File: src/sv/fat_entry_writer_defines.svh
// ---------------------------------------------------------------------------
// FAT entry writer assertion macros
// Shared concurrent assertion forms, clocked on clk, disabled in reset.
// ---------------------------------------------------------------------------
`ifndef FAT_ENTRY_WRITER_DEFINES_SVH
`define FAT_ENTRY_WRITER_DEFINES_SVH

// same-cycle implication
`define FATW_ASSERT_NOW(label, ante, cons) \
	label: assert property (@(posedge clk) disable iff (!arst_n) (ante) |-> (cons)) \
		else $error("fatw check failed");

// next-cycle implication
`define FATW_ASSERT_NEXT(label, ante, cons) \
	label: assert property (@(posedge clk) disable iff (!arst_n) (ante) |=> (cons)) \
		else $error("fatw check failed");

`endif

File: src/sv/fatw_pkg.sv
// ---------------------------------------------------------------------------
// fatw_pkg
// Types and constants shared by the FAT entry writer modules.
// ---------------------------------------------------------------------------
package fatw_pkg;

	localparam int SECTOR_BYTES = 512;
	localparam int SECT_SHIFT   = $clog2(SECTOR_BYTES);
	localparam int BYTE_W       = 30;                 // cluster * 4 fits in 30 bits
	localparam int NSECT_W      = BYTE_W - SECT_SHIFT;
	localparam int FSECT_W      = 24;
	localparam int CMP_W        = (NSECT_W > FSECT_W) ? NSECT_W : FSECT_W;

	// configuration register indexes
	localparam logic [1:0] CFG_FAT_MODE      = 2'd0;
	localparam logic [1:0] CFG_MAX_CLUSTERS  = 2'd1;
	localparam logic [1:0] CFG_FAT_SECTORS   = 2'd2;
	localparam logic [1:0] CFG_FAT_START_LBA = 2'd3;

	// table formats
	localparam logic [1:0] MODE_FAT12     = 2'd0;
	localparam logic [1:0] MODE_FAT16     = 2'd1;
	localparam logic [1:0] MODE_FAT32_NOP = 2'd2;
	localparam logic [1:0] MODE_FAT32_LBA = 2'd3;

	// result status
	localparam logic [1:0] ST_OK       = 2'd0;
	localparam logic [1:0] ST_TOO_BIG  = 2'd1;
	localparam logic [1:0] ST_BEYOND   = 2'd2;

	// FAT12 byte/nibble masks, FAT12/16/32 entry masks
	localparam logic [31:0] MASK_HI_NIB  = 32'h0000_00f0;
	localparam logic [31:0] MASK_LO_NIB  = 32'h0000_000f;
	localparam logic [31:0] MASK_BYTE    = 32'h0000_00ff;
	localparam logic [31:0] MASK_12_ODD  = 32'h0000_fff0;
	localparam logic [31:0] MASK_12_EVEN = 32'h0000_0fff;
	localparam logic [31:0] MASK_16      = 32'h0000_ffff;
	localparam logic [31:0] MASK_32      = 32'hffff_ffff;

	typedef struct packed {
		logic [1:0]  fat_mode;
		logic [27:0] max_clusters;
		logic [23:0] fat_sectors;
	} cfg_t;

	// one decoded request: up to four write commands
	typedef struct packed {
		logic [1:0]         status;
		logic               zero;      // error or no-op: single zero-mask result
		logic               split;     // FAT12 entry across a sector edge
		logic [1:0]         nlast;     // index of the final result
		logic [NSECT_W-1:0] nsect;
		logic [8:0]         off;
		logic [31:0]        d0;
		logic [31:0]        m0;
		logic [31:0]        d1;
		logic [31:0]        m1;
	} job_t;

	typedef struct packed {
		logic [31:0] lba;
		logic [8:0]  off;
		logic [31:0] data;
		logic [31:0] mask;
		logic [1:0]  status;
		logic        last;
	} res_t;

endpackage

File: src/sv/fatw_decode.sv
// ---------------------------------------------------------------------------
// fatw_decode
// Maps a cluster and link value to table sector, offset, data and masks.
// ---------------------------------------------------------------------------
module fatw_decode
	import fatw_pkg::*;
(
	input  logic [27:0] cluster,
	input  logic [31:0] next_value,
	input  cfg_t        cfg,
	output job_t        job
);

	logic [BYTE_W-1:0]     byte_no;
	logic [NSECT_W-1:0]    nsect;
	logic [SECT_SHIFT-1:0] off_full;
	logic [11:0]           v12;
	logic                  too_big;
	logic                  beyond;
	logic                  odd;
	logic                  split;

	always_comb begin
		case (cfg.fat_mode)
			// cluster * 3 / 2 == cluster + cluster / 2
			MODE_FAT12: byte_no = BYTE_W'(cluster) + BYTE_W'(cluster[27:1]);
			MODE_FAT16: byte_no = BYTE_W'({cluster, 1'b0});
			default:    byte_no = {cluster, 2'b00};
		endcase
	end

	assign nsect    = byte_no[BYTE_W-1:SECT_SHIFT];
	assign off_full = byte_no[SECT_SHIFT-1:0];
	assign too_big  = cluster > cfg.max_clusters;
	assign beyond   = CMP_W'(nsect) >= CMP_W'(cfg.fat_sectors);
	assign v12      = next_value[11:0];
	assign odd      = cluster[0];
	assign split    = (cfg.fat_mode == MODE_FAT12) && (&off_full);

	always_comb begin
		job       = '0;
		job.nsect = nsect;
		job.off   = byte_no[8:0];
		if (too_big) begin
			job.status = ST_TOO_BIG;
			job.zero   = 1'b1;
		end else if (cfg.fat_mode == MODE_FAT32_NOP) begin
			job.status = ST_OK;
			job.zero   = 1'b1;
		end else if (beyond) begin
			job.status = ST_BEYOND;
			job.zero   = 1'b1;
		end else begin
			job.status = ST_OK;
			job.split  = split;
			job.nlast  = split ? 2'd3 : 2'd1;
		end

		case (cfg.fat_mode)
			MODE_FAT12: begin
				if (split) begin
					// standard layout across the edge
					if (odd) begin
						job.d0 = 32'({v12[3:0], 4'h0});
						job.m0 = MASK_HI_NIB;
						job.d1 = 32'(v12[11:4]);
						job.m1 = MASK_BYTE;
					end else begin
						job.d0 = 32'(v12[7:0]);
						job.m0 = MASK_BYTE;
						job.d1 = 32'(v12[11:8]);
						job.m1 = MASK_LO_NIB;
					end
				end else if (odd) begin
					job.d0 = 32'({v12, 4'h0});
					job.m0 = MASK_12_ODD;
				end else begin
					job.d0 = 32'(v12);
					job.m0 = MASK_12_EVEN;
				end
			end
			MODE_FAT16: begin
				job.d0 = 32'(next_value[15:0]);
				job.m0 = MASK_16;
			end
			default: begin
				job.d0 = next_value;
				job.m0 = MASK_32;
			end
		endcase
	end

endmodule

File: src/sv/fatw_seq.sv
// ---------------------------------------------------------------------------
// fatw_seq
// Holds a decoded request, issuing its writes one per cycle unless stalled.
// ---------------------------------------------------------------------------
`include "fat_entry_writer_defines.svh"

module fatw_seq
	import fatw_pkg::*;
(
	input  logic        clk,
	input  logic        arst_n,
	input  logic        req_valid,
	input  job_t        req,
	output logic        take,
	input  logic [31:0] start_lba,
	input  logic [31:0] copy2_base,
	input  logic        out_stall,
	output logic        out_valid,
	output res_t        res
);

	logic        job_v_q;
	job_t        job_q;
	logic [1:0]  idx_q;
	logic        out_v_q;
	res_t        out_q;
	logic        out_free;
	logic        advance;
	logic        is_last;
	logic        copy2;
	logic        second;
	logic [31:0] base;
	res_t        nxt;

	assign out_free = !out_v_q || !out_stall;
	assign advance  = job_v_q && out_free;
	assign is_last  = (idx_q == job_q.nlast);
	assign take     = !job_v_q || (advance && is_last);

	// split order: c1 n, c1 n+1, c2 n, c2 n+1
	assign copy2  = job_q.split ? idx_q[1] : idx_q[0];
	assign second = job_q.split & idx_q[0];
	assign base   = copy2 ? copy2_base : start_lba;

	always_comb begin
		nxt        = '0;
		nxt.status = job_q.status;
		nxt.last   = is_last;
		if (!job_q.zero) begin
			nxt.lba  = base + 32'(job_q.nsect) + 32'(second);
			nxt.off  = second ? 9'd0 : job_q.off;
			nxt.data = second ? job_q.d1 : job_q.d0;
			nxt.mask = second ? job_q.m1 : job_q.m0;
		end
	end

	always_ff @(posedge clk or negedge arst_n) begin
		if (!arst_n) begin
			job_v_q <= 1'b0;
			idx_q   <= 2'd0;
			out_v_q <= 1'b0;
		end else begin
			if (take) begin
				job_v_q <= req_valid;
				idx_q   <= 2'd0;
			end else if (advance) begin
				idx_q <= idx_q + 2'd1;
			end
			if (out_free)
				out_v_q <= job_v_q;
		end
	end

	always_ff @(posedge clk) begin
		if (take)
			job_q <= req;
		if (advance)
			out_q <= nxt;
	end

	assign out_valid = out_v_q;
	assign res       = out_q;

	`FATW_ASSERT_NOW(a_idx_range, job_v_q && !job_q.split, !idx_q[1])
	`FATW_ASSERT_NOW(a_zero_single, job_v_q && job_q.zero, job_q.nlast == 2'd0)
	`FATW_ASSERT_NOW(a_err_empty, out_v_q && out_q.status != ST_OK,
		out_q.last && out_q.mask == 32'd0)
	`FATW_ASSERT_NEXT(a_no_gap, out_v_q && !out_stall && !out_q.last, out_v_q)

endmodule

File: src/sv/fat_entry_writer.sv
// ---------------------------------------------------------------------------
// fat_entry_writer
// Turns a cluster link update into masked sector writes for both FAT copies.
// ---------------------------------------------------------------------------
//  channel  | handshake                | payload
//  ---------+--------------------------+------------------------------------------
//  request  | in_valid / in_stall      | cluster, next_value
//  result   | out_valid / out_stall    | sector_lba, byte_offset, write_data,
//           |                          | write_mask, status, last
//  config   | cfg_valid / cfg_ready    | cfg_index, cfg_data
//
// A request is registered, decoded, then parked in the command register,
// which issues one result per cycle into the output register unless
// out_stall holds it: 1 result for an error or FAT32 no-op, 2 normally,
// 4 for a FAT12 entry across a sector edge. Each request passes the input
// register, the command register and then the output register.
// Reset clears all valid flags and config registers; no clearing pass.
// out_stall holds the output register and backs up into in_stall.
// cfg_ready is always high.
module fat_entry_writer
	import fatw_pkg::*;
(
	input  logic        clk,
	input  logic        arst_n,
	input  logic        in_valid,
	output logic        in_stall,
	input  logic [27:0] cluster,
	input  logic [31:0] next_value,
	output logic        out_valid,
	input  logic        out_stall,
	output logic [31:0] sector_lba,
	output logic [8:0]  byte_offset,
	output logic [31:0] write_data,
	output logic [31:0] write_mask,
	output logic [1:0]  status,
	output logic        last,
	input  logic        cfg_valid,
	output logic        cfg_ready,
	input  logic [1:0]  cfg_index,
	input  logic [31:0] cfg_data
);

	cfg_t        cfg_q;
	logic [31:0] start_lba_q;
	logic [31:0] copy2_base_q;
	logic        valid_s1;
	logic [27:0] cluster_s1;
	logic [31:0] value_s1;
	job_t        job;
	logic        take;
	res_t        res;

	assign cfg_ready = 1'b1;

	always_ff @(posedge clk or negedge arst_n) begin
		if (!arst_n) begin
			cfg_q        <= '0;
			start_lba_q  <= '0;
			copy2_base_q <= '0;
		end else begin
			if (cfg_valid && cfg_ready) begin
				unique case (cfg_index)
					CFG_FAT_MODE:      cfg_q.fat_mode     <= cfg_data[1:0];
					CFG_MAX_CLUSTERS:  cfg_q.max_clusters <= cfg_data[27:0];
					CFG_FAT_SECTORS:   cfg_q.fat_sectors  <= cfg_data[23:0];
					CFG_FAT_START_LBA: start_lba_q        <= cfg_data;
					default: ;
				endcase
			end
			// second copy base; user must let it settle while idle (unenforced)
			copy2_base_q <= start_lba_q + 32'(cfg_q.fat_sectors);
		end
	end

	assign in_stall = valid_s1 && !take;

	always_ff @(posedge clk or negedge arst_n) begin
		if (!arst_n)
			valid_s1 <= 1'b0;
		else if (!in_stall)
			valid_s1 <= in_valid;
	end

	always_ff @(posedge clk) begin
		if (in_valid && !in_stall) begin
			cluster_s1 <= cluster;
			value_s1   <= next_value;
		end
	end

	fatw_decode u_decode (
		.cluster    (cluster_s1),
		.next_value (value_s1),
		.cfg        (cfg_q),
		.job        (job)
	);

	fatw_seq u_seq (
		.clk        (clk),
		.arst_n     (arst_n),
		.req_valid  (valid_s1),
		.req        (job),
		.take       (take),
		.start_lba  (start_lba_q),
		.copy2_base (copy2_base_q),
		.out_stall  (out_stall),
		.out_valid  (out_valid),
		.res        (res)
	);

	assign sector_lba  = res.lba;
	assign byte_offset = res.off;
	assign write_data  = res.data;
	assign write_mask  = res.mask;
	assign status      = res.status;
	assign last        = res.last;

endmodule

File: config.mk
export PLATFORM = sky130hd
export DESIGN_NAME = fat_entry_writer
export DESIGN_NICKNAME = d
export VERILOG_FILES = /design/src/sv/fatw_pkg.sv /design/src/sv/fatw_decode.sv /design/src/sv/fatw_seq.sv /design/src/sv/fat_entry_writer.sv
export VERILOG_INCLUDE_DIRS = /design/src /design/src/sv
export SDC_FILE = /design/constraint.sdc
export NUM_CORES = 1
export LEC_CHECK = 0
export BUFFER_PORTS_ARGS = -buffer_cell sky130_fd_sc_hd__buf_2
export CORE_ASPECT_RATIO = 0.8
export CORE_MARGIN = 10
export CORE_UTILIZATION = 55
export DETAILED_ROUTE_END_ITERATION = 12
export GPL_ROUTABILITY_DRIVEN = 0
export HOLD_SLACK_MARGIN = 0.15
export MAX_ROUTING_LAYER = met4
export PLACE_DENSITY = 0.76
export SLEW_MARGIN = 10
export SYNTH_ARGS = -nofsm -noshare
export SYNTH_HDL_FRONTEND = slang
export SYNTH_SLANG_ARGS = --single-unit
File: constraint.sdc
create_clock -name clk -period 4.9 [get_ports clk]
set_input_delay 0.245 -clock clk [delete_from_list [all_inputs] [get_ports clk]]
set_output_delay 0.245 -clock clk [all_outputs]
set_load 0.02 [all_outputs]
* Yosys cells after proc, flatten, opt, wreduce, memory -nomap -nowiden
Index checks and enable logic that the tools add are counted. W data, S select, Z words.
Storage, ports and cells: register bits 455, bits in latches 0, bits in writable memories 0, ROM bits 0, bits of input ports 99, output and inout bits 111, word-level logic and storage cells 83, memories 0
Operators by class: add/subtract/negate cells 5, multipliers 0, div/mod/pow operators 0, magnitude comparators 2, eq/ne operators 6, shifts and indexed selects 0, mux-type cells 15, bitwise logic cells 1, reductions and logical operators 25
Operator list (number):
- $pmux W64 S2 | 1
- $mux W104 | 1
- $mux W32 | 3
- $mux W48 | 2
- $pmux W30 S2 | 1
- $add A32 B1 Y32 | 1
- $add A32 B21 Y32 | 1
- $add A32 B24 Y32 | 1
- $add A28 B27 Y29 | 1
- $gt A28 B28 Y1 | 1
- $ge A21 B24 Y1 | 1
- $mux W2 | 5
- $reduce_and A2 Y1 | 5
- $reduce_and A9 Y1 | 1
- $eq A2 B2 Y1 const B | 3
- $logic_and A1 B1 Y1 | 5
- $logic_not A1 Y1 | 5
- $eq A2 B1 Y1 const B | 2
- $logic_not A2 Y1 | 2
- $reduce_or A2 Y1 | 2
- $reduce_and A3 Y1 | 1
- $reduce_or A3 Y1 | 1
- $add A2 B1 Y2 const B | 1
- $eq A2 B2 Y1 | 1
- 4 further kinds | 6

* Longest topological paths before layout
Gate-level depths: netlist of run 1.
word-level depth 9, mapped depth 19, mapped depth without buffers 19

* By module
A second synthesis of run 1 with hierarchy kept.
Unflattened totals: cells, all modules 1926, area total of the unflattened synthesis 22834.4 µm²
By module, submodules not included:
- fatw_seq | instances 1, cells an instance 831, area an instance 11422.2 µm², sequential area each 8267.9 µm²
- fat_entry_writer | instances 1, cells an instance 487, area an instance 7243.2 µm², sequential area each 4779.6 µm²
- fatw_decode | instances 1, cells an instance 608, area an instance 4169.0 µm², sequential area each 0.0 µm²

* Worst setup path after synthesis of run 1
Ideal clock, no wire load.
path kind register to register, start register cluster_s1[1], end register u_seq.job_q[159] (netlist name) (data pin), setup time 0.160 ns, data arrival time 3.945 ns, data required time 4.740 ns, slack 0.795 ns, stages on the path, launching flop included 20, buffers on the path 0, clock period less this slack 4.105 ns, cell sequence edfxtp_1 -> ha_1 -> fa_1 -> a21oi_1 -> o21ai_1 -> a31oi_1 -> nor3b_1 -> o21ai_1 -> o21ai_1 -> mux2_1 -> a221oi_2 -> ha_1 -> a21oi_1 -> nor2b_1 -> o21ai_0 -> nand2b_1 -> a2111oi_0 -> o21ai_0 -> nand3b_1 -> nor3b_1
RTL lines:
- start: declaration | line fat_entry_writer.sv:47 | logic [27:0] cluster_s1;
- start signal: assignment | line fat_entry_writer.sv:86 | cluster_s1 <= cluster;
- end signal: assignment | line fatw_seq.sv:76 | job_q <= req;
- end: declaration | line fatw_seq.sv:23 | job_t job_q;

==> results of run 1 <==
## registers in the layout, summed over array words and instances (netlist names)
name / flops
u_seq.idx_q: 2
u_seq.job_v_q: 1
valid_s1: 1
value_s1: 32
start_lba_q: 32
cfg_q: 54
u_seq.job_q: 81
cluster_s1: 28
u_seq.out_valid: 1
copy2_base_q: 32
u_seq.res: 81
## through the flow
stage | util | worst slack [ns] | setup TNS [ns]
after floorplan | - | 0.7951 | 0
after global placement | 0.5933 | 0.2943 | 0
after detailed placement | 0.5933 | 0.03862 | 0
after CTS | 0.6570 | 0.04394 | 0
after global routing | 0.6592 | -0.05753 | -0.09254
final | 0.6593 | 0.2860 | 0
## cells in the final DEF, fill, tap and decap left out, types with 12 or more instances in the layout
cell | Yosys | routed
dlygate4sd3_1 | 0 | 97
inv_1 | 84 | 84
mux2i_1 | 18 | 18
nor3b_1 | 14 | 13
nand4_1 | 12 | 12
dfrtp_1 | 123 | 123
a21oi_1 | 92 | 91
buf_4 | 30 | 25
nand3_1 | 24 | 24
nor2_1 | 91 | 91
nor2b_1 | 17 | 17
nor3_1 | 25 | 25
xnor2_1 | 37 | 37
and3_1 | 15 | 15
and2_1 | 64 | 62
nand2b_1 | 15 | 15
a211oi_1 | 16 | 16
mux2_2 | 111 | 111
clkbuf_16 | 0 | 39
o21a_1 | 16 | 16
a21o_1 | 51 | 51
edfxtp_1 | 222 | 222
nand2_1 | 81 | 80
xor2_1 | 26 | 26
o21ai_0 | 58 | 58
o211ai_1 | 20 | 20
ha_1 | 121 | 119
buf_2 | 4 | 207
## cells in the mapped netlist, drive strengths merged, types with 4 or more instances
cell type  number  area (um^2)
mux2          112         1261
a211oi         17        140.1
nand2b         15        93.84
nor2b          17        106.4
dfrtp         123         3078
nor3b          14        105.1
nand3          24        120.1
inv            84        315.3
and2           65        407.9
buf            41        286.5
o21ai          66        334.1
o211ai         21        162.6
nor3           26        141.4
edfxtp        222         6666
mux2i          19        193.9
ha            121         1514
nand2          81        304.0
a21o           54        409.2
xor2           26        227.7
fa              4        80.08
nor2           91        341.6
o21bai          8        71.32
clkbuf         41        163.9
or3             5        32.53
and3           15        93.84
o31ai           5        37.54
and4            5        43.79
a41o            4        40.04
xnor2          37        324.1
a311oi          4        47.55
a2111oi         7        63.81
or2             5        31.28
a221oi          4        47.55
nand4          14        100.1
a21oi          94        478.0
a31oi           9        62.56
nand3b          9        67.56
o21a           16        120.1
## cells by family after synthesis
| group | synth area share |
|---|---|
| DFF | 0.5253 |
| xor gates and xnor gates | 0.02975 |
| muxes | 0.07844 |
| AOI/OAI and AO/OA | 0.1247 |
| buffers and inverters | 0.04128 |
| adders and majority gates | 0.08593 |
| and+or+nand+nor | 0.1144 |
| other | 0.0002022 |
## tightest hold or removal path, cell delays in order
cell and delay, ns:
buf_2 0.12, nor3b_1 0.17, nand2_1 0.06, o21ai_0 0.09
## power groups by stage
stage          clock network, mW  registers (mW)  logic, mW
6_report                    2.70            4.83       5.94
5_1_grt                     2.87            4.92       6.57
4_1_cts                     2.75            4.83       5.87
3_5_place_dp                   0            4.87       5.75
3_3_place_gp                   0            4.85       5.61
2_1_floorplan                  0            5.04       4.14
## area by class of cell
class | instances | area share
Antenna cell | 1 | 0.0001134
Clock inverter | 13 | 0.005045
Clock buffer | 48 | 0.04755
Sequential cell | 345 | 0.4414
Inverter | 84 | 0.01428
Timing Repair Buffer | 329 | 0.09942
Multi-Input combinational cell | 1059 | 0.3676
Tap cell | 434 | 0.02460
## how the worst min path moves through the flow
| stage | depth (start not counted) | endpoint | start |
|---|---|---|---|
| finish | 4 | cfg_q[53]$_DFFE_PN0P_ | cfg_valid |
| global placement | 1 | copy2_base_q[28]$_DFF_PN0_ | arst_n |
| global route | 4 | cfg_q[53]$_DFFE_PN0P_ | cfg_valid |
| detailed placement | 1 | copy2_base_q[25]$_DFF_PN0_ | arst_n |
| CTS | 4 | cfg_q[53]$_DFFE_PN0P_ | cfg_valid |
| floorplan | 0 | cfg_q[0]$_DFFE_PN0P_ | arst_n |
## layer usage
metal / global-route usage / vias up
met5: - / -
met2: 0.3499 / 355
met1: 0.2881 / 6520
met3: 0.02701 / 62
li1: - / 6298
met4: 0.05097 / 0
## repair_timing
action	CTS	global route
buffers inserted	0	3
gates cloned	0	0
hold endpoints to repair	189	0
pin swaps	0	2
hold buffers	97	0
gates resized for setup	1	11
setup endpoints to repair	1	4
==> out/qor.yml, run 1 <==
run_status:
  run_status: "completed"
logic_synthesis:
  async_reset_ff_frac: 0.3565
  syn_inst: 1570
  synth_ff_type: "edfxtp_1"
  synth.ff_latch_count: 345
  avgSynthCellArea_um2: 11.82
  postSynthNetCount: 1794
  syn-cell-area_um2: 18550
  synth_edf_count: 222
  yosysWarnings: 0
  synthDistinctLibCells: 90
  synth-seq-area-share: 0.5253
clock_tree:
  cts_max_level: 2
  clk_latency_ns: 0.53
  cts-root-buf: "clkbuf_16"
  cts_tree: "done"
  clk_pin_slew_ns: 0.06
  ctsLongestPathBuffers: 3
  clock_sinks: 345
  cts_buffers: 36
layout:
  syn2layout_area_growth_pct: 19.00
  regArea_um2: 9744
  final_cells: 2313
  nets: 2079
  drive_gt1_frac: 0.2354
  fin_area_um2: 22070
  fillers: 2469
  multiInputGateArea_um2: 8114
worst_setup_path:
  crit_chain: "ha_1 > fa_1 > a21oi_2 > o21ai_1 > a31oi_2 > nor3b_2 > o211ai_1 > nand2_1 > a2111oi_0 > a221oi_1 > ha_1 > o21ai_0 > a2111oi_1 > nand3b_1 > nor3b_1"
  startpoint_type: "flop"
  max_stage_delay_ns: 0.50
  crit_family: "compound AO/OA/AOI/OAI gates"
  crit_type: "flop to flop"
  endpoint: "u_seq.job_q[159]$_SDFFCE_PP0P_"
  worst-path-buf-inv: 0
  r2r_start: "cluster_s1[0]$_DFFE_PP_"
  end_kind: "flop"
  crit_required_ns: 5.14
  crit_cells: 15
  r2r_slack_ns: 0.29
  r2r_cells: 15
  cpMostUsedCell: "ha_1"
  crit_start: "cluster_s1[0]$_DFFE_PP_"
  cp_max_fo: 4
  r2r_end: "u_seq.job_q[159]$_SDFFCE_PP0P_"
  crit_arrival_ns: 4.86
  critPathSlowestCell: "a2111oi_1"
placed_design:
  placed_area_um2: 19860
  placed_cells: 2151
  port_buffers: 208
  hpwl_mm: 32.29
power:
  power.density_nw_per_um2: 610.1
  power_mw: 13.47
  power_frac_comb: 0.441
  ir_drop_mv: 0.2645
  switching_share: 0.3787
  seq_power_share: 0.359
  p_switching_mw: 5.101
  internal_power_mw: 8.367
  p_clk_frac: 0.201
  leakage_nw: 9.503
global_route:
  grt_pass1_wl_mm: 70.39
  grt_max_degree: 59
  grt_pass1_vias: 12970
  track_usage: 0.2167
  antenna_found_initial: 0
  gr-total-overflow: 0
routing:
  drt-initial-drc-count: 977
  vias_per_cell: 5.722
  dr_wl_met2_mm: 21.72
  first_pass_iters: 5
  wl_per_cell_um: 19.36
  totalWireLength_mm: 44.79
  dr_wl_met3_mm: 2.059
  ant_nets: 0
  num_vias: 13240
  drt-met1-wl_mm: 20.14
  top_layer: "met4"
  drc: 0
timing:
  worstMarginPinSlew_ns: 0.9322
  setup_viol: 0
  maxSlewViolCount: 0
  period_needed_ns: 4.614
  timing.slew.headroom: 0.3778
  fin_skew_ns: 0.02123
  fmax_mhz: 216.7
  hold_viol: 0
  holdWs_ns: 0.2157
  finalCritPeriodShare: 0.9416
floorplan:
  num_rows: 60
  io_pins: 210
  dieWidth_um: 225.3
  dieArea_um2: 41520
  die_h_um: 184.3
  coreArea_um2: 33480
  initial_core_util: 0.5540
job:
  maxCapViolCount: 0
worst_hold_path:
  hold_class: "primary input to flop"
No activity file was read; power rests on OpenSTA's default activity.
==> inputs of run 2 (changes only) <==
ABC_AREA = 1   (was not set)
PLACE_DENSITY = 0.75   (was 0.76)
==> out/qor.yml, run 2 <==
run_status:
  run_status: "completed"
clock_tree:
  hold_buffers: 95  # -2.1%
  cts_resized: 0  # -1
  clk_latency_ns: 0.54  # about the same
  ctsLongestPathBuffers: 3  # unchanged
  clk_pin_slew_ns: 0.06  # about the same
  clock_sinks: 345  # unchanged
  postCtsSetupBuffers: 0  # unchanged
  cts_buffers: 39  # +8.3%
  cts-root-buf: "clkbuf_16"
  cts_max_level: 2  # unchanged
  cts_tree: "done"
worst_setup_path:
  crit_arrival_ns: 4.40  # -0.46 ns
  crit_required_ns: 5.18  # +0.04 ns
  end_kind: "flop"
  r2r_slack_ns: 0.78  # +0.50 ns
  r2r_start: "cfg_q[53]$_DFFE_PN0P_"
  r2r_end: "u_seq.job_q[106]$_DFFE_PP_"
  cp_max_fo: 30  # +26
  r2r_cells: 11  # -4
  crit_type: "flop to flop"
  startpoint_type: "flop"
logic_synthesis:
  synth_fa_ha_area_frac: 0.08276  # -0.003171
  synth_top_cells_by_count: "530 x nand2_1, 346 x inv_1, 235 x nor2_1"
  syn_inst: 2259  # +44%
  avgSynthCellArea_um2: 8.526  # -28%
  synth.ff_latch_count: 345  # unchanged
  postSynthNetCount: 2483  # +38%
  muxShareOfSynthArea: 0  # -0.07844
  synth.area.top_cells: "edfxtp_1 35%, dfrtp_1 16%, nand2_1 10%"
  async_reset_ff_frac: 0.3565  # unchanged
  synth_top_area_share: 0.3461  # -0.01326
  synthDistinctLibCells: 45  # -50%
  synth-seq-area-share: 0.5059  # -0.01938
  synth-compound-area-share: 0.1098  # -0.01493
  synth-simple-area-share: 0.1981  # +0.08374
  synth_ff_type: "edfxtp_1"
  yosysWarnings: 0  # unchanged
  yosys.cell_count.top_type: "nand2_1"
  synth_edf_count: 222  # unchanged
  synth_top_family_by_area: "simple AND/OR/NAND/NOR gates"
  synth-xor-area-share: 0.01273  # -0.01701
  synth_top_area_cell: "edfxtp_1"
  syn-cell-area_um2: 19260  # +3.8%
power:
  power_mw: 15.13  # +12%
  internal_power_mw: 8.503  # +1.6%
  p_clk_frac: 0.195  # -0.006
  switching_share: 0.4382  # +0.05942
  p_switching_mw: 6.631  # +30%
  power.density_nw_per_um2: 662.6  # +8.6%
  ir_drop_mv: 0.3715  # +40%
  leakage_nw: 10.97  # +15%
  power_frac_comb: 0.458  # +0.017
  seq_power_share: 0.347  # -0.012
global_route:
  track_usage: 0.2458  # +0.02910
  grt_max_degree: 84  # +42%
  grt_pass1_vias: 15820  # +22%
  grt_pass1_wl_mm: 83.40  # +18%
  gr-total-overflow: 0  # unchanged
  antenna_found_initial: 1  # +1
floorplan:
  dieArea_um2: 42950  # +3.5%
  coreArea_um2: 34650  # +3.5%
  dieWidth_um: 229.2  # +1.7%
  num_rows: 61  # +1.7%
  io_pins: 210  # unchanged
  die_h_um: 187.4  # +1.7%
  initial_core_util: 0.5559  # +0.001825
timing:
  setup_ws_ns: 0.7821  # +0.4961 ns
  rsz0062_at_grt: "no"
  timing.slew.headroom: 0.2511  # -0.1268
  maxSlewViolCount: 0  # unchanged
  fmax_mhz: 242.8  # +12%
  worstMarginPinSlew_ns: 1.123  # +0.1912 ns
  fin_skew_ns: 0.01441  # -0.006821 ns
  finalSetupTns_ns: 0  # unchanged
  setup_viol: 0  # unchanged
  period_needed_ns: 4.118  # -0.4961 ns
  holdWs_ns: 0.1446  # -0.07113 ns
  hold_viol: 0  # unchanged
  finalCritPeriodShare: 0.8404  # -0.1012
routing:
  drc: 0  # unchanged
  first_pass_iters: 9  # +4
  drt-initial-drc-count: 2132  # +120%
  wl_per_cell_um: 17.37  # -10%
  ant_nets: 0  # unchanged
  totalWireLength_mm: 52.90  # +18%
  num_vias: 16620  # +26%
  vias_per_cell: 5.457  # -4.6%
layout:
  syn2layout_area_growth_pct: 18.59
  final_cell_mix: "530 x nand2_1, 345 x inv_1, 234 x nor2_1, 222 x edfxtp_1, 207 x buf_2"
  nets: 2766  # +33%
  fillers: 2753  # +12%
  drive_gt1_frac: 0.1236  # -0.1118
  final_common_cell: "nand2_1"
  final_cells: 3046  # +32%
placed_design:
  place_ws_ns: 1.012  # +0.9738 ns
  port_buffers: 208  # unchanged
  placed_cells: 2878  # +34%
  hpwl_mm: 38.44  # +19%
job:
  maxCapViolCount: 0  # unchanged
worst_hold_path:
  hold_class: "primary input to asynchronous set/reset pin"
==> run 2: cell types whose count changed after synthesis, moves of 61 or more <==
cell     previous run  this run
nor2_1             91       235
nand3_1            24        90
nand2_1            81       530
and2_1             64         3
o21ai_0            58       175
mux2_2            111         0
inv_1              84       346
==> run 2: logic make-up (layout without fill, tap and decap cells) <==
logic type	after synthesis	count (layout)
compound gates	394	394
xor+xnor	28	28
fa+ha+maj	125	125
buf+inv	429	743
flops	345	345
other cells	1	2
simple gates	937	937
==> run 2: layout make-up <==
| class | count | area (um^2) | share of cell area |
|---|---|---|---|
| Sequential cell | 345 | 9744 | 0.4266 |
| Multi-Input combinational cell | 1485 | 7794 | 0.3412 |
| Timing Repair Buffer | 314 | 2077 | 0.09093 |
| Inverter | 357 | 1340 | 0.05867 |
| Clock buffer | 45 | 1030 | 0.04508 |
| Tap cell | 472 | 590.6 | 0.02586 |
| Clock inverter | 27 | 262.8 | 0.01150 |
| Antenna cell | 1 | 2.502 | 0.0001096 |
==> run 2: worst max path at each step <==
| stage | start | depth (start not counted) | endpoint | slack (ns) |
|---|---|---|---|---|
| after floorplan | u_seq.out_valid$_DFFE_PN0P_ | 5 | u_seq.idx_q[0]$_DFFE_PN0P_ | 0.30 |
| after global placement | cfg_q[53]$_DFFE_PN0P_ | 9 | u_seq.job_q[75]$_DFFE_PP_ | 1.07 |
| final | cfg_q[53]$_DFFE_PN0P_ | 11 | u_seq.job_q[106]$_DFFE_PP_ | 0.78 |
| after global routing | cfg_q[53]$_DFFE_PN0P_ | 11 | u_seq.job_q[106]$_DFFE_PP_ | 0.55 |
| after CTS | cfg_q[53]$_DFFE_PN0P_ | 11 | u_seq.job_q[106]$_DFFE_PP_ | 0.85 |
| after detailed placement | cfg_q[53]$_DFFE_PN0P_ | 11 | u_seq.job_q[108]$_DFFE_PP_ | 1.01 |
==> run 2: power by group through the flow <==
stage,registers (mW),logic [mW],clock network [mW]
6_report,5.25,6.93,2.95
5_1_grt,5.35,7.75,3.10
4_1_cts,5.23,6.85,2.97
3_5_place_dp,5.28,6.73,0
3_3_place_gp,5.24,6.56,0
2_1_floorplan,5.54,4.57,0
==> run 2: worst max-delay path, cell delays in order, from the launching register on <==
cell and delay [ns]:
dfrtp_1 0.93, inv_2 0.49, nand2_2 0.55, o22ai_1 0.14, nor2_1 0.16, nand2_1 0.06
nor2_1 0.15, nand2_1 0.08, nor2_1 0.10, nand4_1 0.79, nand2_1 0.31, nand2_1 0.09
==> run 2: metal layers <==
metal	global-route usage	vias to the layer above	part of all wire
met2	0.3893	799	0.46
met3	0.03881	114	0.092
li1	-	7970	-
met5	-	-	0
met4	0.06433	0	0.023
met1	0.3251	7738	0.42
==> run 2: metrics by stage <==
| step | area (um^2) | utilization |
|---|---|---|
| floorplan | 19270 | - |
| global placement | 20590 | 0.5944 |
| detailed placement | 20590 | 0.5944 |
| CTS | 22840 | 0.6591 |
| global route | 22840 | 0.6592 |
| finish | 22840 | 0.6592 |
==> inputs of run 3 (changes only) <==
ABC_AREA = 0   (was 1)
CORE_UTILIZATION = 54   (was 55)
PLACE_DENSITY = 0.77   (was 0.75)
clock period = 3.75 ns   (was 4.9 ns; I/O delays follow)
==> out/qor.yml, run 3 (synthesis results as in run 1) <==
run_status:
  run_status: "finished, violations left"
  failed_checks: "negative setup slack"
routing:
  ant_nets: 0  # unchanged
  vias_per_cell: 5.645  # +3.4%
  first_pass_iters: 5  # -4
  totalWireLength_mm: 48.62  # -8.1%
  drt-initial-drc-count: 1050  # -51%
  drc: 0  # unchanged
  wl_per_cell_um: 19.68  # +13%
  num_vias: 13940  # -16%
timing:
  hold_viol: 0  # unchanged
  maxSlewViolCount: 0  # unchanged
  setup_ws_ns: -0.4535  # -1.236 ns
  finalCritPeriodShare: 1.121  # +0.2805
  period_needed_ns: 4.203  # +0.08553 ns
  worstMarginPinSlew_ns: 1.206  # +0.08235 ns
  setup_viol: 10  # +10
  finalSetupTns_ns: -2.009  # -2.009 ns
  fin_skew_ns: 0.02006  # +0.005652 ns
  rsz0062_at_grt: "yes"
  fmax_mhz: 237.9  # -2.0%
  timing.slew.headroom: 0.1732  # -0.07789
floorplan:
  io_pins: 210  # unchanged
  dieArea_um2: 42210  # -1.7%
  num_rows: 60  # -1.6%
  initial_core_util: 0.5491  # -0.006749
  die_h_um: 185.8  # -0.86%
  coreArea_um2: 33780  # -2.5%
  dieWidth_um: 227.2  # -0.87%
worst_setup_path:
  r2r_slack_ns: -0.45  # -1.24 ns
  r2r_start: "cluster_s1[4]$_DFFE_PP_"
  end_kind: "flop"
  endpoint: "u_seq.job_q[163]$_SDFFCE_PP0P_"
  cp_max_fo: 5  # -83%
  crit_type: "flop to flop"
  startpoint_type: "flop"
  crit_start: "cluster_s1[4]$_DFFE_PP_"
  r2r_end: "u_seq.job_q[163]$_SDFFCE_PP0P_"
  crit_required_ns: 4.02  # -1.16 ns
  r2r_cells: 18  # +7
  crit_arrival_ns: 4.47  # +0.07 ns
power:
  p_switching_mw: 7.481  # +13%
  power.density_nw_per_um2: 826.8  # +25%
  leakage_nw: 10.31  # -6.0%
  power_frac_comb: 0.497  # +0.039
  internal_power_mw: 12.18  # +43%
  ir_drop_mv: 0.4251  # +14%
  seq_power_share: 0.320  # -0.027
  p_clk_frac: 0.182  # -0.013
  switching_share: 0.3805  # -0.05766
  power_mw: 19.66  # +30%
layout:
  syn2layout_area_growth_pct: 28.19
  drive_gt1_frac: 0.3202  # +0.1966
  final_common_cell: "edfxtp_1"
  final_cell_mix: "222 x edfxtp_1, 207 x buf_2, 160 x buf_4, 123 x dfrtp_1, 110 x mux2_2"
  final_cells: 2470  # -19%
  nets: 2229  # -19%
global_route:
  met1_usage: 0.2928  # -0.03230
  gr-total-overflow: 0  # unchanged
  grt_max_degree: 82  # -2.4%
  gr-max-usage-layer: "met2"
  grt_pass1_wl_mm: 75.26  # -9.8%
  met2_usage: 0.3738  # -0.01547
  track_usage: 0.2299  # -0.01584
  antenna_found_initial: 1  # unchanged
  grt_pass1_vias: 14100  # -11%
  use_met3: 0.04074  # +0.001937
placed_design:
  place_ws_ns: -0.6616  # -1.674 ns
  port_buffers: 208  # unchanged
  placed_cells: 2282  # -21%
  hpwl_mm: 34.51  # -10%
clock_tree:
  cts_buffers: 37  # -5.1%
  cts_tree: "done"
  clk_pin_slew_ns: 0.07  # about the same
  cts_max_level: 2  # unchanged
  clk_latency_ns: 0.54  # about the same
  ctsLongestPathBuffers: 3  # unchanged
  cts-root-buf: "clkbuf_16"
  clock_sinks: 345  # unchanged
worst_hold_path:
  hold_class: "primary input to asynchronous set/reset pin"
job:
  maxCapViolCount: 0  # unchanged
==> run 3: cell count changes in the layout (fill, tap and decap cells not counted), moves of 48 or more <==
cell | previous run | this run
nand2_1 | 530 | 78
inv_1 | 345 | 83
buf_4 | 12 | 160
nand3_1 | 89 | 21
nor2_1 | 234 | 88
a21oi_1 | 148 | 80
mux2_2 | 0 | 110
a21o_1 | 3 | 51
o21ai_0 | 175 | 46
and2_1 | 3 | 62
==> run 3: worst min-delay path by stage <==
stage          slack [ns]  cells past startpoint   start                         end
6_report             0.25                      2  arst_n  copy2_base_q[27]$_DFF_PN0_
5_1_grt              0.32                      2  arst_n  copy2_base_q[29]$_DFF_PN0_
4_1_cts              0.26                      2  arst_n  copy2_base_q[21]$_DFF_PN0_
3_5_place_dp         0.30                      1  arst_n  copy2_base_q[27]$_DFF_PN0_
3_3_place_gp         0.28                      1  arst_n  copy2_base_q[27]$_DFF_PN0_
2_1_floorplan       -0.11                      0  arst_n        cfg_q[0]$_DFFE_PN0P_
==> run 3: critical path: stages (launching register included) <==
cell and delay (ns):
edfxtp_1 0.52, ha_4 0.34, buf_4 0.12, a21oi_1 0.11, o211a_1 0.19, buf_6 0.13
o211ai_1 0.27, buf_4 0.17, nand3_2 0.10, a311oi_2 0.37, a31oi_1 0.14, xor2_1 0.16
a21oi_1 0.18, ha_1 0.27, a2111o_1 0.38, nor2_1 0.15, o21ai_1 0.13, nand3b_1 0.16
nor2_1 0.06
==> run 3: layer usage <==
layer	share of wire	vias up	wire length, um
met5	0	-	0
met2	0.50	418	24080
met4	0.022	0	1072
li1	-	6629	-
met1	0.43	6811	20720
met3	0.056	84	2742
==> run 3: repair_timing <==
| item | 4_1_cts | 5_1_grt |
|---|---|---|
| endpoints found under the hold margin | 205 | 0 |
| buffers inserted | 11 | 7 |
| hold buffers | 98 | 0 |
| setup endpoints to repair | 15 | 19 |
| cloned | 0 | 2 |
| pin swaps | 22 | 37 |
| gates resized for setup | 37 | 55 |
==> run 3: area by class of cell <==
type | count | area [um^2]
Sequential cell | 345 | 9744
Antenna cell | 3 | 7.507
Inverter | 84 | 315.3
Clock inverter | 18 | 130.1
Fill cell | 2345 | 10000
Clock buffer | 49 | 1045
Tap cell | 434 | 543.0
Timing Repair Buffer | 478 | 3417
Multi-Input combinational cell | 1059 | 8578
==> run 3: power groups by stage <==
stage                     sequential [mW]  combinational [mW]  clock [mW]
after floorplan                      6.60                5.49           0
after global placement               6.29                8.35           0
after detailed placement             6.33                8.63           0
after CTS                            6.27                9.08        3.63
after global routing                 6.41                10.6        3.79
final                                6.30                9.78        3.59
==> run 3: through the flow <==
| step | util | area, um^2 | hold slack [ns] |
|---|---|---|---|
| global route | 0.7038 | 23780 | 0.3187 |
| CTS | 0.6914 | 23360 | 0.2645 |
| floorplan | - | 18640 | -0.1081 |
| finish | 0.7039 | 23780 | 0.2494 |
| global placement | 0.6199 | 20940 | 0.2818 |
| detailed placement | 0.6199 | 20940 | 0.2986 |
